$ cat config.mk
export PLATFORM = sky130hd
export DESIGN_NAME = cru_systems_interface_unit
export DESIGN_NICKNAME = d
export VERILOG_FILES = /design/src/design/csiu_pkg.sv /design/src/design/csiu_bit_unit.sv /design/src/design/cru_systems_interface_unit.sv
export SDC_FILE = /design/constraint.sdc
export NUM_CORES = 1
export LEC_CHECK = 0
export BUFFER_PORTS_ARGS = -buffer_cell sky130_fd_sc_hd__buf_2
export CAP_MARGIN = 0
export CELL_PAD_IN_SITES_DETAIL_PLACEMENT = 0
export CELL_PAD_IN_SITES_GLOBAL_PLACEMENT = 2
export CORE_MARGIN = 3
export CORE_UTILIZATION = 40
export DETAILED_ROUTE_END_ITERATION = 8
export GPL_TIMING_DRIVEN = 0
export PLACE_DENSITY = 0.79
export SYNTH_ARGS = -nofsm -noshare
export SYNTH_HDL_FRONTEND = slang
export SYNTH_SLANG_ARGS = --single-unit
$ cat constraint.sdc
create_clock -name clk -period 7.7 [get_ports clk]
set_input_delay 0.385 -clock clk [delete_from_list [all_inputs] [get_ports clk]]
set_output_delay 0.385 -clock clk [all_outputs]
set_load 0.02 [all_outputs]
$ cat src/design/csiu_pkg.sv
// ----------------------------------------------------------------------------
// csiu_pkg
// shared widths, request codes, pin numbers and the command/status structs
// of the serial-bit systems interface unit
// ----------------------------------------------------------------------------
package csiu_pkg;

  localparam int ADDR_W   = 12;
  localparam int SADDR_W  = ADDR_W + 1;   // serial address counter, no wrap
  localparam int DATA_W   = 16;
  localparam int CNT_W    = 5;
  localparam int IDX_W    = 4;
  localparam int KEY_W    = 64;
  localparam int PIN_N    = 32;
  localparam int PIN_W    = 5;
  localparam int TIMER_W  = 14;
  localparam int REQ_W    = 3;

  // request codes
  localparam logic [REQ_W-1:0] REQ_WRITE   = 3'd0;
  localparam logic [REQ_W-1:0] REQ_READ    = 3'd1;
  localparam logic [REQ_W-1:0] REQ_V_RAISE = 3'd2;
  localparam logic [REQ_W-1:0] REQ_V_CLEAR = 3'd3;
  localparam logic [REQ_W-1:0] REQ_T_RAISE = 3'd4;
  localparam logic [REQ_W-1:0] REQ_T_CLEAR = 3'd5;

  // internal bit numbers
  localparam logic [PIN_W-1:0] MODE_PIN       = 5'd0;
  localparam logic [PIN_W-1:0] ONE_PIN        = 5'd1;
  localparam logic [PIN_W-1:0] VIDEO_PIN      = 5'd2;
  localparam logic [PIN_W-1:0] TIMER_PIN      = 5'd3;
  localparam logic [PIN_W-1:0] ROW_FIRST      = 5'd3;
  localparam logic [PIN_W-1:0] ROW_LAST       = 5'd10;
  localparam logic [PIN_W-1:0] ALPHA_ROW_PIN  = 5'd7;
  localparam logic [PIN_W-1:0] TIMER_LAST     = 5'd14;
  localparam logic [PIN_W-1:0] SOFT_RESET_PIN = 5'd15;
  localparam logic [PIN_W-1:0] ALIAS_FIRST    = 5'd23;
  localparam logic [PIN_W-1:0] ALIAS_DROP     = 5'd8;
  localparam int               COL1_PIN       = 18;
  localparam int               COL3_PIN       = 20;
  localparam int               ALPHA_PIN      = 21;

  // one bit access or interrupt operation per cycle
  typedef struct packed {
    logic                en;
    logic [REQ_W-1:0]    req;
    logic [SADDR_W-1:0]  addr;
    logic                wbit;
    logic [KEY_W-1:0]    keys;
    logic                caps;
  } cmd_t;

  typedef struct packed {
    logic rbit;
    logic video_line;
    logic timer_line;
  } stat_t;

endpackage

$ cat src/design/csiu_bit_unit.sv
// ----------------------------------------------------------------------------
// csiu_bit_unit
// holds the 32 internal bits, timer and interrupt state; performs one serial
// bit read or write, or one interrupt raise/clear, per enabled cycle
// ----------------------------------------------------------------------------
module csiu_bit_unit (
  input  logic           clk,
  input  logic           rst_n,
  input  csiu_pkg::cmd_t cmd,
  output csiu_pkg::stat_t stat
);

  logic [csiu_pkg::PIN_N-1:0]   pins_r, pins_nxt;
  logic [csiu_pkg::TIMER_W-1:0] start_r, start_nxt;
  logic [csiu_pkg::TIMER_W-1:0] count_r, count_nxt;
  logic vp_r, vp_nxt, tp_r, tp_nxt, vl_r, vl_nxt, tl_r, tl_nxt;

  logic                          ext;
  logic [csiu_pkg::PIN_W-1:0]    a;
  logic [csiu_pkg::PIN_W-1:0]    aa;
  logic [csiu_pkg::PIN_W-1:0]    tbit;
  logic [csiu_pkg::PIN_W-1:0]    row;
  logic [2:0]                    col;
  logic                          rbit;

  assign ext  = |cmd.addr[csiu_pkg::SADDR_W-1:10];
  assign a    = cmd.addr[csiu_pkg::PIN_W-1:0];
  assign tbit = a - 5'd1;
  assign aa   = (a >= csiu_pkg::ALIAS_FIRST) ? a - csiu_pkg::ALIAS_DROP : a;
  assign row  = aa - csiu_pkg::ROW_FIRST;
  assign col  = pins_r[csiu_pkg::COL3_PIN:csiu_pkg::COL1_PIN];

  // read path
  always_comb begin
    rbit = 1'b1;
    if (ext) begin
      rbit = 1'b1;
    end else if (pins_r[csiu_pkg::MODE_PIN]) begin
      if (a == csiu_pkg::MODE_PIN) begin
        rbit = 1'b1;
      end else if (a == csiu_pkg::SOFT_RESET_PIN) begin
        rbit = !((vp_r && pins_r[csiu_pkg::VIDEO_PIN]) ||
                 (tp_r && pins_r[csiu_pkg::TIMER_PIN]));
      end else if (a <= csiu_pkg::TIMER_LAST) begin
        rbit = count_r[tbit[3:0]];
      end else begin
        rbit = 1'b0;
      end
    end else begin
      if (aa == csiu_pkg::MODE_PIN) begin
        rbit = 1'b0;
      end else if (aa == csiu_pkg::ONE_PIN) begin
        rbit = 1'b1;
      end else if (aa == csiu_pkg::VIDEO_PIN) begin
        rbit = !vp_r;
      end else if (aa inside {[csiu_pkg::ROW_FIRST:csiu_pkg::ROW_LAST]}) begin
        rbit = 1'b1;
        if (aa == csiu_pkg::ALPHA_ROW_PIN && !pins_r[csiu_pkg::ALPHA_PIN] && cmd.caps) begin
          rbit = 1'b0;
        end
        if (cmd.keys[{row[2:0], col}]) begin
          rbit = 1'b0;
        end
      end else begin
        rbit = pins_r[aa];
      end
    end
  end

  // state update
  always_comb begin
    pins_nxt  = pins_r;
    start_nxt = start_r;
    count_nxt = count_r;
    vp_nxt    = vp_r;
    tp_nxt    = tp_r;
    vl_nxt    = vl_r;
    tl_nxt    = tl_r;
    if (cmd.en) begin
      case (cmd.req)
        csiu_pkg::REQ_WRITE: begin
          if (!ext) begin
            if (a == csiu_pkg::MODE_PIN) begin
              pins_nxt[csiu_pkg::MODE_PIN] = cmd.wbit;
            end else if (pins_r[csiu_pkg::MODE_PIN]) begin
              if (a == csiu_pkg::SOFT_RESET_PIN) begin
                pins_nxt[3:0] = 4'd0;
                start_nxt     = '0;
                count_nxt     = '0;
              end else if (a <= csiu_pkg::TIMER_LAST) begin
                start_nxt[tbit[3:0]] = cmd.wbit;
                count_nxt            = start_nxt;
              end else begin
                pins_nxt[csiu_pkg::MODE_PIN] = 1'b0;
              end
            end else begin
              pins_nxt[a] = cmd.wbit;
              if (a == csiu_pkg::TIMER_PIN) begin
                if (tp_r) begin
                  tp_nxt = 1'b0;
                  if (cmd.wbit) tl_nxt = 1'b0;
                end
              end else if (a == csiu_pkg::VIDEO_PIN && cmd.wbit) begin
                vl_nxt = vp_r;
              end
            end
          end
        end
        csiu_pkg::REQ_V_RAISE: begin
          if (!vp_r) begin
            vp_nxt = 1'b1;
            if (pins_r[csiu_pkg::VIDEO_PIN]) vl_nxt = 1'b1;
          end
        end
        csiu_pkg::REQ_V_CLEAR: begin
          if (vp_r) begin
            vp_nxt = 1'b0;
            if (pins_r[csiu_pkg::VIDEO_PIN]) vl_nxt = 1'b0;
          end
        end
        csiu_pkg::REQ_T_RAISE: begin
          if (!tp_r) begin
            tp_nxt = 1'b1;
            if (pins_r[csiu_pkg::TIMER_PIN]) tl_nxt = 1'b1;
          end
        end
        csiu_pkg::REQ_T_CLEAR: begin
          if (tp_r) begin
            tp_nxt = 1'b0;
            if (pins_r[csiu_pkg::TIMER_PIN]) tl_nxt = 1'b0;
          end
        end
        default: begin
        end
      endcase
    end
  end

  always_ff @(posedge clk) begin
    if (!rst_n) begin
      pins_r  <= '0;
      start_r <= '0;
      count_r <= '0;
      vp_r    <= 1'b0;
      tp_r    <= 1'b0;
      vl_r    <= 1'b0;
      tl_r    <= 1'b0;
    end else begin
      pins_r  <= pins_nxt;
      start_r <= start_nxt;
      count_r <= count_nxt;
      vp_r    <= vp_nxt;
      tp_r    <= tp_nxt;
      vl_r    <= vl_nxt;
      tl_r    <= tl_nxt;
    end
  end

  assign stat.rbit       = rbit;
  assign stat.video_line = vl_r;
  assign stat.timer_line = tl_r;

endmodule

$ cat src/design/cru_systems_interface_unit.sv
// ----------------------------------------------------------------------------
// cru_systems_interface_unit
// serial-bit systems interface unit: a sequencer steps a shared bit unit over
// up to sixteen consecutive serial addresses per word
// ----------------------------------------------------------------------------
//
//  channel  direction  handshake          payload
//  in_      input      in_valid/in_stall   req_type, bit_address, write_bits,
//                                          bit_count, key_matrix, caps_locked
//  out_     output     out_valid/out_stall read_bits, video_irq_line,
//                                          timer_irq_line
//
// a read or write word steps the bit unit over its n bits (n = 1..16, one
// bit per cycle through the bit unit), then posts the result; an interrupt
// raise/clear makes one pass through the bit unit, then posts its result
// in_stall is high from acceptance until the result is posted
// the result sits in an output register; a stalled output holds the
// sequencer in its post state, so at most one word waits there
// synchronous active-low reset clears all internal bits, timer and interrupts
//
module cru_systems_interface_unit (
  input  logic                          clk,
  input  logic                          rst_n,
  input  logic                          in_valid,
  output logic                          in_stall,
  input  logic [csiu_pkg::REQ_W-1:0]    in_req_type,
  input  logic [csiu_pkg::ADDR_W-1:0]   in_bit_address,
  input  logic [csiu_pkg::DATA_W-1:0]   in_write_bits,
  input  logic [csiu_pkg::CNT_W-1:0]    in_bit_count,
  input  logic [csiu_pkg::KEY_W-1:0]    in_key_matrix,
  input  logic                          in_caps_locked,
  output logic                          out_valid,
  input  logic                          out_stall,
  output logic [csiu_pkg::DATA_W-1:0]   out_read_bits,
  output logic                          out_video_irq_line,
  output logic                          out_timer_irq_line
);

  // sequencer states
  localparam logic [1:0] ST_IDLE = 2'd0;
  localparam logic [1:0] ST_RUN  = 2'd1;
  localparam logic [1:0] ST_POST = 2'd2;

  logic [1:0] state_r, state_nxt;

  // word being worked on
  logic [csiu_pkg::REQ_W-1:0]   req_r;
  logic [csiu_pkg::SADDR_W-1:0] addr_r;
  logic [csiu_pkg::DATA_W-1:0]  wdata_r;
  logic [csiu_pkg::DATA_W-1:0]  rdata_r;
  logic [csiu_pkg::IDX_W-1:0]   idx_r;
  logic [csiu_pkg::IDX_W-1:0]   last_r;
  logic [csiu_pkg::KEY_W-1:0]   keys_r;
  logic                         caps_r;

  // result register
  logic                         out_valid_r, out_valid_nxt;
  logic [csiu_pkg::DATA_W-1:0]  out_rdata_r;
  logic                         out_vl_r;
  logic                         out_tl_r;

  logic             accept;
  logic             serial;     // read or write, stepped over the bits
  logic             step_done;
  logic             post;
  logic [csiu_pkg::IDX_W-1:0] last_in;
  csiu_pkg::cmd_t   cmd;
  csiu_pkg::stat_t  stat;

  assign in_stall  = (state_r != ST_IDLE);
  assign accept    = in_valid && !in_stall;
  assign serial    = (req_r == csiu_pkg::REQ_WRITE) || (req_r == csiu_pkg::REQ_READ);
  assign step_done = !serial || (idx_r == last_r);
  assign post      = (state_r == ST_POST) && (!out_valid_r || !out_stall);

  // zero or above sixteen both mean a full sixteen-bit transfer
  assign last_in = (in_bit_count == '0 || in_bit_count > 5'd16) ?
                   4'd15 : 4'(in_bit_count - 5'd1);

  // one operation per cycle into the bit unit while the sequencer runs
  assign cmd.en   = (state_r == ST_RUN);
  assign cmd.req  = req_r;
  assign cmd.addr = addr_r;
  assign cmd.wbit = wdata_r[idx_r];
  assign cmd.keys = keys_r;
  assign cmd.caps = caps_r;

  csiu_bit_unit u_bit_unit (
    .clk   (clk),
    .rst_n (rst_n),
    .cmd   (cmd),
    .stat  (stat)
  );

  always_comb begin
    state_nxt = state_r;
    case (state_r)
      ST_IDLE: if (accept) state_nxt = ST_RUN;
      ST_RUN:  if (step_done) state_nxt = ST_POST;
      ST_POST: if (post) state_nxt = ST_IDLE;
      default: state_nxt = ST_IDLE;
    endcase
  end

  // result register empties when taken, fills when a word is posted
  always_comb begin
    out_valid_nxt = out_valid_r && out_stall;
    if (post) out_valid_nxt = 1'b1;
  end

  always_ff @(posedge clk) begin
    if (!rst_n) begin
      state_r     <= ST_IDLE;
      out_valid_r <= 1'b0;
    end else begin
      state_r     <= state_nxt;
      out_valid_r <= out_valid_nxt;
    end
  end

  // word registers, no reset needed
  always_ff @(posedge clk) begin
    if (accept) begin
      req_r   <= in_req_type;
      addr_r  <= {1'b0, in_bit_address};
      wdata_r <= in_write_bits;
      rdata_r <= '0;
      idx_r   <= '0;
      last_r  <= last_in;
      keys_r  <= in_key_matrix;
      caps_r  <= in_caps_locked;
    end else if (state_r == ST_RUN) begin
      if (req_r == csiu_pkg::REQ_READ) rdata_r[idx_r] <= stat.rbit;
      // address counter has a spare top bit, so it steps on without wrapping back out of the external area
      addr_r <= addr_r + 13'd1;
      idx_r  <= idx_r + 4'd1;
    end
    if (post) begin
      out_rdata_r <= rdata_r;
      out_vl_r    <= stat.video_line;
      out_tl_r    <= stat.timer_line;
    end
  end

  assign out_valid          = out_valid_r;
  assign out_read_bits      = out_rdata_r;
  assign out_video_irq_line = out_vl_r;
  assign out_timer_irq_line = out_tl_r;

endmodule

### Word level (Yosys, flattened, before mapping)

Cells that the tools add are included.

| cells by class | value |
|---|---|
| add/subtract/negate cells | 6 |
| $lt $le $gt $ge | 13 |
| equality and inequality tests | 34 |
| muxes and demuxes | 70 |
| bitwise gates (word level) | 3 |
| reduce and logical (&&, ||, !) cells | 46 |

Operators with widths:

| operator | count |
|---|---|
| two-way mux 1 bit | 45 |
| bitwise mux 32 bit | 1 |
| two-way mux 14 bit | 2 |
| two-way mux 12 bit | 2 |
| != test 2 x 1 -> 1 bit, second input constant | 10 |
| != test 2 bit, second input constant | 10 |
| bitwise mux 16 bit | 1 |
| == test 5 x 2 -> 1 bit, second input constant | 3 |
| logical NOT 5 bit | 3 |
| bitwise mux 14 bit | 1 |
| adder 13 x 1 -> 13 bit, second input constant | 1 |
| logical AND 1 bit | 12 |
| less-than comparator 5 x 6 -> 1 bit, second input constant | 2 |
| AND reduction 12 bit | 1 |
| AND reduction 6 bit | 2 |
| AND reduction 11 bit | 1 |
| <= comparator 5 x 4 -> 1 bit, second input constant | 2 |
| less-than comparator 4 x 5 -> 1 bit, second input constant | 2 |
| AND reduction 5 bit | 2 |
| case mux 1 bit (3 select lines) | 3 |
| binary-select mux 1 bit (select 4 bit) | 2 |
| demux 1 bit (select 4 bit) | 2 |
| greater-or-equal comparator 4 x 1 -> 1 bit, second input constant | 2 |
| nonzero test 2 bit | 4 |
| other kinds (36) | 56 |

| word-level totals | value |
|---|---|
| flip-flop bits (word level) | 192 |
| input bits | 105 |
| output and inout port bits | 20 |
| word-level logic and storage cells | 194 |

### Depth between registers and ports, before layout

Gate-level depths: netlist of run 1.

| logic depth | value |
|---|---|
| depth in word-level cells | 14 |
| mapped depth | 12 |
| depth with buffers taken out | 9 |

### Hierarchy

Synthesis of run 1 repeated with hierarchy kept, for this count alone.

| unflattened totals | value |
|---|---|
| cell total of the unflattened synthesis | 770 |
| area total of the unflattened synthesis | 9322.7 um^2 |

By module, submodules not included:

| module | instances | cells each | area an instance (um^2) | seq. area each (um^2) |
|---|---|---|---|---|
| cru_systems_interface_unit | 1 | 317 | 5195.0 | 4023.9 |
| csiu_bit_unit | 1 | 453 | 4127.7 | 1001.0 |

### Worst setup path before layout of run 1

OpenSTA, ideal clock, no wires.

| timing path | value |
|---|---|
| path kind | reg-to-reg |
| start | register state_r[0] |
| end | register addr_r[1] (netlist bit), data pin |
| library setup time | 392 ps |
| arrival | 3531 ps |
| path slack | 3776 ps |
| cell stages (with the launch flop) | 6 |
| period minus slack after synthesis | 3924 ps |
| cells stage by stage | dfxtp_1 > nor2_1 > nand2_1 > inv_1 > clkbuf_1 > o21ai_0 |

| on the way | value |
|---|---|
| word-level cells in the longest chain between the ends | 4 |

RTL lines:

| item | RTL line | source |
|---|---|---|
| start, declared | cru_systems_interface_unit.sv:44 | `logic [1:0] state_r, state_nxt;` |
| start signal, assigned | cru_systems_interface_unit.sv:116 | `state_r <= state_nxt;` |
| nonzero test 2 bit | cru_systems_interface_unit.sv:70 | `assign in_stall = (state_r != ST_IDLE);` |
| logical NOT 1 bit | cru_systems_interface_unit.sv:71 | `assign accept = in_valid && !in_stall;` |
| logical AND 1 bit | cru_systems_interface_unit.sv:71 |  |
| net accept | cru_systems_interface_unit.sv:62 | `logic accept;` |
| two-way mux 12 bit | cru_systems_interface_unit.sv:123 | `if (accept) begin` |
| end signal, assigned | cru_systems_interface_unit.sv:125 | `addr_r <= {1'b0, in_bit_address};` |
| end signal, assigned | cru_systems_interface_unit.sv:135 | `addr_r <= addr_r + 13'd1;` |
| end, declared | cru_systems_interface_unit.sv:48 | `logic [csiu_pkg::SADDR_W-1:0] addr_r;` |

The timed path passes the listed nets, and every way through them passes these cells.
A chain may end at the register's enable or synchronous reset.

### Worst setup path in the final report of run 1

| timing path | value |
|---|---|
| start | register addr_r[3] (netlist bit) |
| end | register rdata_r[8] (netlist bit) |

| on the way | value |
|---|---|
| word-level cells in the longest chain between the ends | 14 |

RTL lines:

| item | RTL line | source |
|---|---|---|
| parallel branches: the longest is 11 deep, another holds greater-or-equal comparator 5 bit | -- |  |
| two-way mux 1 bit * | csiu_bit_unit.sv:38 | `end else if (pins_r[csiu_pkg::MODE_PIN]) begin` |
| two-way mux 1 bit * | csiu_bit_unit.sv:36 | `if (ext) begin` |
| bitwise mux 16 bit * | cru_systems_interface_unit.sv:133 | `if (req_r == csiu_pkg::REQ_READ) rdata_r[idx_r] <= stat.rbit;` |
| end signal, assigned by index | cru_systems_interface_unit.sv:133 |  |
| end, declared | cru_systems_interface_unit.sv:50 | `logic [csiu_pkg::DATA_W-1:0] rdata_r;` |

Every way passes the cells marked *. The select of a mux whose other input is x is not followed.

==> run summary, run 1 <==
Die H: 156 um
Yosys top cell by area: edfxtp_1
Sw Share: 28.9%
Reg-to-Reg End: rdata_r[8]
Post-synth EDFFs: 118
Ys flop type: edfxtp_1
Detail Route Antenna Nets: 0
R2R Setup Slk: 4.17 ns
Pwr/cell area: 234 nW/um^2
Final min period: 3.53 ns
Critical path class: flip-flop to flip-flop
CP Launch Point: addr_r[3]
Fin. max-slew vios: 0
Clock Power Share: 35.1%
Final Wtd Congestion: 0.825
HPWL Detailed: 16,300 um
Layout Skew: 0.0172 ns
RSZ-0062 raised after global routing: false
Post-CTS Setup Bufs: 0
Synth-to-layout area growth: 17.8%
Port buffer count: 124
Critical Path Max Stage Delay: 0.44 ns
Yosys warnings: 0
CTS resizes: 0
Outcome: finished clean
Hold path endpoint: keys_r[49]
Clock transition at path regs: 0.08 ns
CP Cell Sequence: clkbuf_8, clkbuf_1, inv_1, ha_1, a41o_1, mux2_2, a21oi_1, or2_2, a2111oi_4, o21ai_2, buf_6, o21ai_2
Drt pass-1 iters: 5
Cell mode on critical path: o21ai_2
Wirelength, routed: 22,300 um
Netlist Area Pre-Place: 9010 sq um
# rows: 54
Combinational power share: 17.2%
Post-layout util: 48.3%
Largest net degree at the start of global routing: 60
Setup WS pre-CTS: 4.18 ns
Synth Net Count: 870
Worst vdd ir: 132 uV
Total power: 2.48 mW
Max_slew headroom: 46.3%
Final Non-Filler Cells: 1,189
Hold Vio Cnt, Final: 0
H-tree levels: 4
GRT Resource Usage Total: 18.7%
Cts bufs inserted: 17
Yosys reg bits: 192
Max-Cap Viols: 0
DRC viols: 0
Global-route wire length before repair: 35,600 um
Worst setup EP type: flip-flop
Finished Cell Area: 10,600 sq um
Critical path peak fanout: 10
Critical Path RT: 8.06 ns
Nets: 1,015
Vias in the first global route: 6,510
Clock Tree Buf Depth: 2
Die width: 156 um
Final Hold Slack: 0.117 ns
Clock Sinks: 192
Share of cells above drive strength 1: 26.4%
Worst hold start: in_key_matrix[49]
Initial Util: 41.0%
Worst hold path class: input pin to flip-flop
Clock Latency Late Sink: 0.43 ns
Initial antenna violation count: 5
Fin worst setup slack: 4.17 ns
Net Sw Power: 718 uW
Post-Route Setup TNS: 0 ns
Placed Cells incl. Taps: 1,155
Synth cell types: 65
Tcrit/Tclk final: 45.8%
Leak: 3.93 nW
Mapped Avg Cell Area: 12.0 sq um
Grt ovf: 0
CTS Hold Bufs: 0
Worst Tran Pin Value: 0.794 ns
Post-synth ARST share: 0%
Crit start category: flip-flop
Worst EP arrival: 3.89 ns
Ranking of synthesized cells by area: edfxtp_1, dfxtp_1, mux4_2, o21ai_0, mux2i_1
FF-to-FF path depth: 12
Slowest cell on crit path: edfxtp_1
Sequential fraction of the synthesis area: 55.8%
Root Driver: clkbuf_16
Die Area: 24,400 sq um
Final setup viols: 0
Wire per inst: 18.8 um
DR iter-0 viols: 474
Worst reg2reg startpoint: addr_r[3]
Area share of the largest cell type after synthesis: 39.3%
Core area: 22,000 sq um
Top-level port count: 125
Maximum clock frequency: 283 MHz
Vias/cell: 5.41
Flop pwr share: 47.7%
Placed cell area: 10,000 sq um
Internal: 1.76 mW
CTS tree: yes
Synth Instances: 749
Hold depth: 1
Vias: 6,437
[worst max-delay path by stage]
stage	end	slack (ns)	depth (start not counted)
5_1_grt	u_bit_unit.pins_r[30]	3.91	10
3_5_place_dp	u_bit_unit.pins_r[30]	4.18	10
3_3_place_gp	addr_r[1]	2.47	5
4_1_cts	u_bit_unit.pins_r[30]	4.15	10
2_1_floorplan	addr_r[1]	3.78	5
6_report	rdata_r[8]	4.17	12
[final cells by class]
type,instances,area [sq um]
repair buffers,126,663
clock buffers,20,458
plain buffers,42,350
flip-flops and latches,192,5020
inverters,18,67.6
diodes,2,5.00
multi-input cells,497,3580
clock inverters,12,119
fillers,1998,11300
well taps,280,350
[kinds of logic after synthesis]
| logic type | synth area share [%] |
|---|---|
| XOR/XNOR | 1.94 |
| buffers and inverters | 4.60 |
| AND/OR/NAND/NOR | 13.9 |
| multiplexers | 12.1 |
| AO/OA/AOI/OAI | 9.43 |
| adder cells (fa/ha/maj) | 2.22 |
| flip-flops | 55.8 |
[state kept, by name, indices dropped and copies added (netlist names)]
signal / cells
u_bit_unit.tp_r: 1
req_r: 3
u_bit_unit.vl_r: 1
u_bit_unit.vp_r: 1
out_timer_irq_line: 1
caps_r: 1
u_bit_unit.start_r: 14
keys_r: 64
wdata_r: 16
rdata_r: 16
idx_r: 4
out_valid: 1
addr_r: 13
out_read_bits: 16
out_video_irq_line: 1
last_r: 4
u_bit_unit.tl_r: 1
state_r: 2
u_bit_unit.pins_r: 32
[placed cells by master, fill, tap and decap left out, types with 9 or more instances in the layout]
cell	netlist	routed
a21oi_1	48	47
buf_2	4	128
clkbuf_1	21	22
clkbuf_16	0	18
clkbuf_8	9	9
dfxtp_1	74	74
edfxtp_1	118	118
ha_1	16	16
inv_1	15	15
mux2i_1	28	28
mux4_2	25	25
nand2_1	70	70
nand2b_1	14	14
nand3_1	38	38
nor2_1	54	54
o21ai_0	57	57
o21ai_2	11	11
or3_1	27	27
xor2_1	12	12
[routing by layer]
layer / wire length [um] / vias to the layer above / track usage [%] / part of all wire [%]
met4: 274 / 8 / 4.54 / 1.2
met3: 1200 / 25 / 3.88 / 5.4
met5: 50 / - / 0 / 0.22
met1: 10500 / 3138 / 26.9 / 47
met2: 10300 / 188 / 29.1 / 46
li1: - / 3078 / - / -
[power groups by stage]
stage / clock [mW] / sequential [mW] / combinational, mW
final: 0.872 / 1.18 / 0.426
after global routing: 0.937 / 1.19 / 0.470
after CTS: 0.894 / 1.18 / 0.429
after detailed placement: 0 / 1.21 / 0.427
after global placement: 0 / 1.21 / 0.417
after floorplan: 0 / 1.20 / 0.285
[worst max-delay path: cells and delay by family, from the launching register on]
family,cells,cell delay [ns]
buffers and inverters,4,1.02
flip-flops,1,0.44
multiplexers,1,0.32
AO/OA/AOI/OAI,5,1.06
AND/OR/NAND/NOR,1,0.30
adder cells (fa/ha/maj),1,0.31
[Yosys cell counts, drive strengths merged (3+ instances only)]
cell type / count
ha: 16
nor4: 4
mux2i: 28
or3: 29
nor3b: 3
nor3: 7
nand2b: 14
nand2: 71
edfxtp: 118
and3: 5
inv: 16
xnor2: 8
o21ai: 68
xor2: 12
mux2: 8
nand3: 38
a21oi: 48
and2: 7
a31oi: 4
or2: 3
clkbuf: 30
mux4: 31
buf: 11
nor2: 54
nand4: 5
dfxtp: 74
Power figures use the tool's default switching activity.
==> run 2: changes to the inputs <==
--- a/config.mk
+++ b/config.mk
@@ -10,10 +10,10 @@
 export CELL_PAD_IN_SITES_DETAIL_PLACEMENT = 0
 export CELL_PAD_IN_SITES_GLOBAL_PLACEMENT = 2
 export CORE_MARGIN = 3
-export CORE_UTILIZATION = 40
+export CORE_UTILIZATION = 35
 export DETAILED_ROUTE_END_ITERATION = 8
 export GPL_TIMING_DRIVEN = 0
-export PLACE_DENSITY = 0.79
+export PLACE_DENSITY = 0.73
 export SYNTH_ARGS = -nofsm -noshare
 export SYNTH_HDL_FRONTEND = slang
 export SYNTH_SLANG_ARGS = --single-unit
==> constraint.sdc (replaced) <==
create_clock -name clk -period 3.15 [get_ports clk]
set_input_delay 0.1575 -clock clk [delete_from_list [all_inputs] [get_ports clk]]
set_output_delay 0.1575 -clock clk [all_outputs]
set_load 0.02 [all_outputs]
==> run 2 against run 1 <==
Maximum frequency up 16%. Total power rose to 2.5 times the previous value. Utilization decreased by 2.1 points. Non-clock buffer count rose by 96. Hold slack got worse by 0.098 ns. Critical endpoint is now rdata_r[13]. Highest routed layer unchanged.
==> run summary, run 2 (synthesized netlist as in run 1, its figures left out) <==
Placed cell area: 10,100 sq um (+0.55%)
Wire per inst: 17.7 um (-5.9%)
Maximum clock frequency: 329 MHz (+16%)
Worst hold path class: input pin to flip-flop
Final setup viols: 0 (unchanged)
Fill count: 2,312 (+16%)
Die width: 166 um (+6.6%)
Worst reg2reg startpoint: addr_r[1]
Crit start category: flip-flop
Clock Sinks: 192 (unchanged)
Post-Route Setup TNS: 0 ns (unchanged)
Critical Path RT: 3.48 ns (-4.58 ns)
Met1 usage: 24.0% (-2.9 points)
Wirelength, routed: 23,600 um (+5.6%)
FF-to-FF path depth: 12 (unchanged)
Port buffer count: 124 (unchanged)
Hold Vio Cnt, Final: 0 (unchanged)
Tcrit/Tclk final: 96.6% (+51 points)
Placed Cells incl. Taps: 1,205 (+4.3%)
Worst Tran Pin Value: 0.729 ns (-0.0652 ns)
Initial Util: 35.7% (-5.4 points)
Share of cells above drive strength 1: 25.5% (-0.83 points)
Max FFs per register: 64 (unchanged)
Commonest non-fill, non-tap cell in the layout: buf_2
DR iter-0 viols: 383 (-19%)
Clock transition at path regs: 0.07 ns (about the same)
Top reg by flops: keys_r
Worst EP arrival: 3.38 ns (-0.51 ns)
Core area: 25,300 sq um (+15%)
Outcome: finished clean
CP Launch Point: addr_r[1]
Critical path peak fanout: 10 (unchanged)
Reg-to-Reg End: rdata_r[13]
Die Area: 27,700 sq um (+14%)
Worst setup EP type: flip-flop
Grt ovf: 0 (unchanged)
Vias: 6,621 (+2.9%)
Most frequent cells in the layout: buf_2, edfxtp_1, dlygate4sd3_1
Nets: 1,111 (+9.5%)
Clock Tree Buf Depth: 2 (unchanged)
Cts bufs inserted: 17 (unchanged)
GRT Resource Usage Total: 17.3% (-1.3 points)
Drt pass-1 iters: 4 (-1)
Final Non-Filler Cells: 1,334 (+12%)
CTS tree: yes
HPWL Detailed: 16,200 um (-0.59%)
Initial antenna violation count: 2 (-3)
R2R Setup Slk: 0.11 ns (-4.07 ns)
Largest net degree at the start of global routing: 52 (-13%)
Global-route wire length before repair: 38,200 um (+7.1%)
Pwr/cell area: 531 nW/um^2 (+130%)
Fin. max-slew vios: 0 (unchanged)
Largest regs: keys_r x64, u_bit_unit.pins_r x32
Detail Route Antenna Nets: 0 (unchanged)
Max_slew headroom: 51.4% (+5.1 points)
Finished Cell Area: 11,700 sq um (+10%)
# rows: 58 (+7.4%)
H-tree levels: 4 (unchanged)
Die H: 166 um (+6.6%)
Critical path class: flip-flop to flip-flop
Vias/cell: 4.96 (-8.3%)
Final Wtd Congestion: 0.789 (-4.3%)
GRT Max-Usage Layer: met2
Clock Latency Late Sink: 0.44 ns (about the same)
Hold depth: 3 (+2)
Max-Cap Viols: 0 (unchanged)
Synth-to-layout area growth: 29.6%
DRC viols: 0 (unchanged)
Vias in the first global route: 6,897 (+5.9%)
Met3 global-route usage: 3.94% (+0.057 points)
Root Driver: clkbuf_16
Hold path endpoint: state_r[1]
Layout Skew: 0.0156 ns (-0.00155 ns)
Top-level port count: 125 (unchanged)
Final min period: 3.04 ns (-0.484 ns)
Worst vdd ir: 298 uV (+120%)
Leak: 4.34 nW (+10%)
Met2 Usage GRT: 27.8% (-1.3 points)
Worst hold start: rst_n
run 2: worst max path at each step:
stage / to / slack (ns) / cells past startpoint
6_report: rdata_r[13] / 0.11 / 12
5_1_grt: rdata_r[14] / -0.01 / 12
4_1_cts: rdata_r[13] / 0.007 / 12
3_5_place_dp: u_bit_unit.pins_r[30] / -0.42 / 10
3_3_place_gp: u_bit_unit.pins_r[30] / -0.43 / 10
2_1_floorplan: rdata_r[12] / 0.31 / 12
run 2: worst max-delay path, cell delays in order (launching register included):
cell	delay (ns)
edfxtp_1	0.57
clkinv_2	0.27
ha_1	0.35
clkbuf_8	0.19
mux4_2	0.35
nand3b_1	0.11
nand3_1	0.11
a41oi_2	0.29
o311ai_2	0.15
o21ai_2	0.14
buf_4	0.15
buf_6	0.18
o21ai_2	0.07
run 2: repair_timing:
item                       in CTS  in global routing
setup buffers                   3                  2
hold buffers                   91                  0
setup endpoints to repair      58                 24
pin swaps                       1                  1
gates resized for setup         8                 12
hold endpoints to repair       91                  0
run 2: final cells by class:
class                   instances  area (sq um)  share of cell area, %
repair buffers                222          1600                   13.7
well taps                     330           413                   3.54
multi-input cells             497          3640                   31.2
flip-flops and latches        192          5020                   43.0
clock buffers                  19           433                   3.71
plain buffers                  42           358                   3.06
clock inverters                13           126                   1.08
diodes                          1          2.50                 0.0214
inverters                      18          75.1                  0.643
run 2: stage by stage:
stage / setup WS [ns] / hold WS (ns) / util [%] / power (mW)
finish: 0.106 / 0.0195 / 46.2 / 6.21
global route: -0.0144 / 0.0203 / 46.2 / 6.49
CTS: 0.00652 / 0.00844 / 46.0 / 6.23
global placement: -0.435 / 0.335 / 39.8 / 4.00
detailed placement: -0.416 / 0.336 / 39.9 / 4.00
floorplan: 0.308 / 0.256 / - / 3.63
run 2: per-layer routing:
metal,vias up,wire length [um]
met5,-,13
met4,2,342
met3,25,1030
met2,158,10800
met1,3164,11300
li1,3272,-
run 2: report_power, final:
part           switching [mW]  internal [mW]
registers              0.0686           2.82
logic                   0.708          0.502
clock network            1.06           1.05
==> run 3: changes to the inputs <==
--- a/config.mk
+++ b/config.mk
@@ -12,7 +12,6 @@
 export CORE_MARGIN = 3
 export CORE_UTILIZATION = 35
 export DETAILED_ROUTE_END_ITERATION = 8
-export GPL_TIMING_DRIVEN = 0
 export PLACE_DENSITY = 0.73
 export SYNTH_ARGS = -nofsm -noshare
 export SYNTH_HDL_FRONTEND = slang
==> run 3 against run 2 <==
Critical path depth fell by 1. Clock power up 13%. Worst setup slack gained 0.12 ns. First-iteration DRC count up 4.4%. Sequential power barely moved. Cell area is 1.8% lower. Die area did not move. Global-route usage is 0.80 points lower. Final cell count down 2.1%. Non-clock buffer count down 27. Register-to-register slack better by 0.12 ns. Sequential share of layout area is 0.79 points higher.
==> run summary, run 3 (synthesized netlist as in run 1, its figures left out) <==
Outcome: finished clean
Leak: 4.29 nW (-1.3%)
Worst setup EP type: flip-flop
Crit start category: flip-flop
R2R Setup Slk: 0.22 ns (+0.12 ns)
Cts bufs inserted: 17 (unchanged)
FF-to-FF path depth: 11 (-1)
Die H: 166 um (unchanged)
Clock transition at path regs: 0.08 ns (about the same)
Port buffer count: 124 (unchanged)
Placed Cells incl. Taps: 1,186 (-1.6%)
Core area: 25,300 sq um (unchanged)
Vias/cell: 4.99 (+0.46%)
Hold path endpoint: addr_r[9]
Post-CTS Setup Bufs: 0 (-3)
Largest regs: keys_r x64, u_bit_unit.pins_r x32
Total power: 6.38 mW (+2.8%)
Critical Path RT: 3.47 ns (about the same)
Pwr/cell area: 556 nW/um^2 (+4.7%)
Wirelength, routed: 22,300 um (-5.5%)
Synth-to-layout area growth: 27.3%
Share of cells above drive strength 1: 24.8% (-0.73 points)
Vias: 6,512 (-1.6%)
Post-layout util: 45.4% (-0.83 points)
HPWL Detailed: 14,900 um (-8.0%)
Top reg by flops: keys_r
Grt ovf: 0 (unchanged)
Largest net degree at the start of global routing: 78 (+50%)
Detail Route Antenna Nets: 0 (unchanged)
Tcrit/Tclk final: 92.9% (-3.7 points)
Final min period: 2.93 ns (-0.118 ns)
Most frequent cells in the layout: buf_2, edfxtp_1, dlygate4sd3_1
Nets: 1,084 (-2.4%)
Setup WS pre-CTS: 0.255 ns (+0.671 ns)
WL met1: 10,700 um (-6.1%)
Maximum clock frequency: 342 MHz (+4.0%)
Max-Cap Viols: 0 (unchanged)
Die Area: 27,700 sq um (unchanged)
Hold depth: 3 (unchanged)
Clock Tree Buf Depth: 2 (unchanged)
Vias in the first global route: 6,636 (-3.8%)
Global-route wire length before repair: 36,900 um (-3.4%)
Initial antenna violation count: 3 (+1)
Worst vdd ir: 320 uV (+7.6%)
Worst Tran Pin Value: 0.751 ns (+0.0222 ns)
DR iter-0 viols: 400 (+4.4%)
Final Wtd Congestion: 0.824 (+4.4%)
Commonest non-fill, non-tap cell in the layout: buf_2
DR WL met2: 10,100 um (-6.5%)
Die width: 166 um (unchanged)
# rows: 58 (unchanged)
Max FFs per register: 64 (unchanged)
Wire per inst: 17.1 um (-3.4%)
Clock Sinks: 192 (unchanged)
Worst EP arrival: 3.24 ns (-0.14 ns)
CTS tree: yes
Fin. max-slew vios: 0 (unchanged)
Layout Skew: 0.0123 ns (-0.00329 ns)
DRC viols: 0 (unchanged)
Root Driver: clkbuf_16
Worst hold path class: input pin to flip-flop
RSZ-0062 raised after global routing: false
Clock Latency Late Sink: 0.44 ns (about the same)
Worst reg2reg startpoint: addr_r[0]
Critical path class: flip-flop to flip-flop
Final Non-Filler Cells: 1,306 (-2.1%)
Reg-to-Reg End: rdata_r[1]
Critical path peak fanout: 19 (+9)
GRT Resource Usage Total: 16.5% (-0.80 points)
Worst hold start: in_bit_address[9]
Top Layer Used: met5
Drt pass-1 iters: 5 (+1)
H-tree levels: 4 (unchanged)
Fin worst setup slack: 0.224 ns (+0.118 ns)
Met3 Routed Length: 1200 um (+16%)
Initial Util: 35.7% (unchanged)
Final setup viols: 0 (unchanged)
Inserted Diodes: 0 (-1)
Hold Vio Cnt, Final: 0 (unchanged)
Max_slew headroom: 49.2% (-2.2 points)
Post-Route Setup TNS: 0 ns (unchanged)
Top-level port count: 125 (unchanged)
[run 3: power breakdown]
group	switching, mW	internal (mW)	leakage (nW)
clock	1.18	1.20	0.318
combinational	0.625	0.470	2.24
sequential	0.0864	2.82	1.73
[run 3: worst max-delay path by stage]
stage                     startpoint     endpoint  slack, ns  cells past startpoint
6_report                   addr_r[0]   rdata_r[1]       0.22                     11
4_1_cts                    addr_r[0]   rdata_r[1]       0.23                     11
3_5_place_dp               addr_r[0]   rdata_r[3]       0.26                     11
3_3_place_gp   u_bit_unit.pins_r[19]   rdata_r[5]       0.35                      9
2_1_floorplan              addr_r[3]  rdata_r[12]       0.31                     12
5_1_grt                    addr_r[0]   rdata_r[1]       0.01                     11
[run 3: timing repair]
action,4_1_cts,5_1_grt
gates resized for setup,0,0
hold buffers,88,0
hold endpoints to repair,88,0
[run 3: metal layers]
metal,up-vias,GRT usage (%)
li1,3211,-
met1,3102,23.7
met2,169,25.4
met3,24,4.20
met4,6,3.80
met5,-,0
[run 3: metrics by stage]
| stage | hold slack (ns) | cell area [sq um] |
|---|---|---|
| finish | 0.0109 | 11500 |
| global route | 0.00771 | 11500 |
| CTS | 0.00266 | 11500 |
| detailed placement | 0.336 | 9930 |
| global placement | 0.335 | 9930 |
| floorplan | 0.256 | 9010 |
[run 3: layout make-up]
| class | instances | area [sq um] |
|---|---|---|
| fillers | 2336 | 13800 |
| flip-flops and latches | 192 | 5020 |
| multi-input cells | 497 | 3570 |
| repair buffers | 237 | 1730 |
| clock buffers | 17 | 425 |
| well taps | 330 | 413 |
| clock inverters | 15 | 236 |
| inverters | 18 | 70.1 |
[run 3: worst max-delay path: stages (launching register included)]
cell      delay [ns]
edfxtp_1        0.43
buf_4           0.25
ha_1            0.35
and3_1          0.26
ha_1            0.24
a21oi_1         0.13
o21ai_0         0.11
a41oi_1         0.34
o311ai_1        0.18
o21ai_2         0.22
buf_12          0.19
o21ai_0         0.11
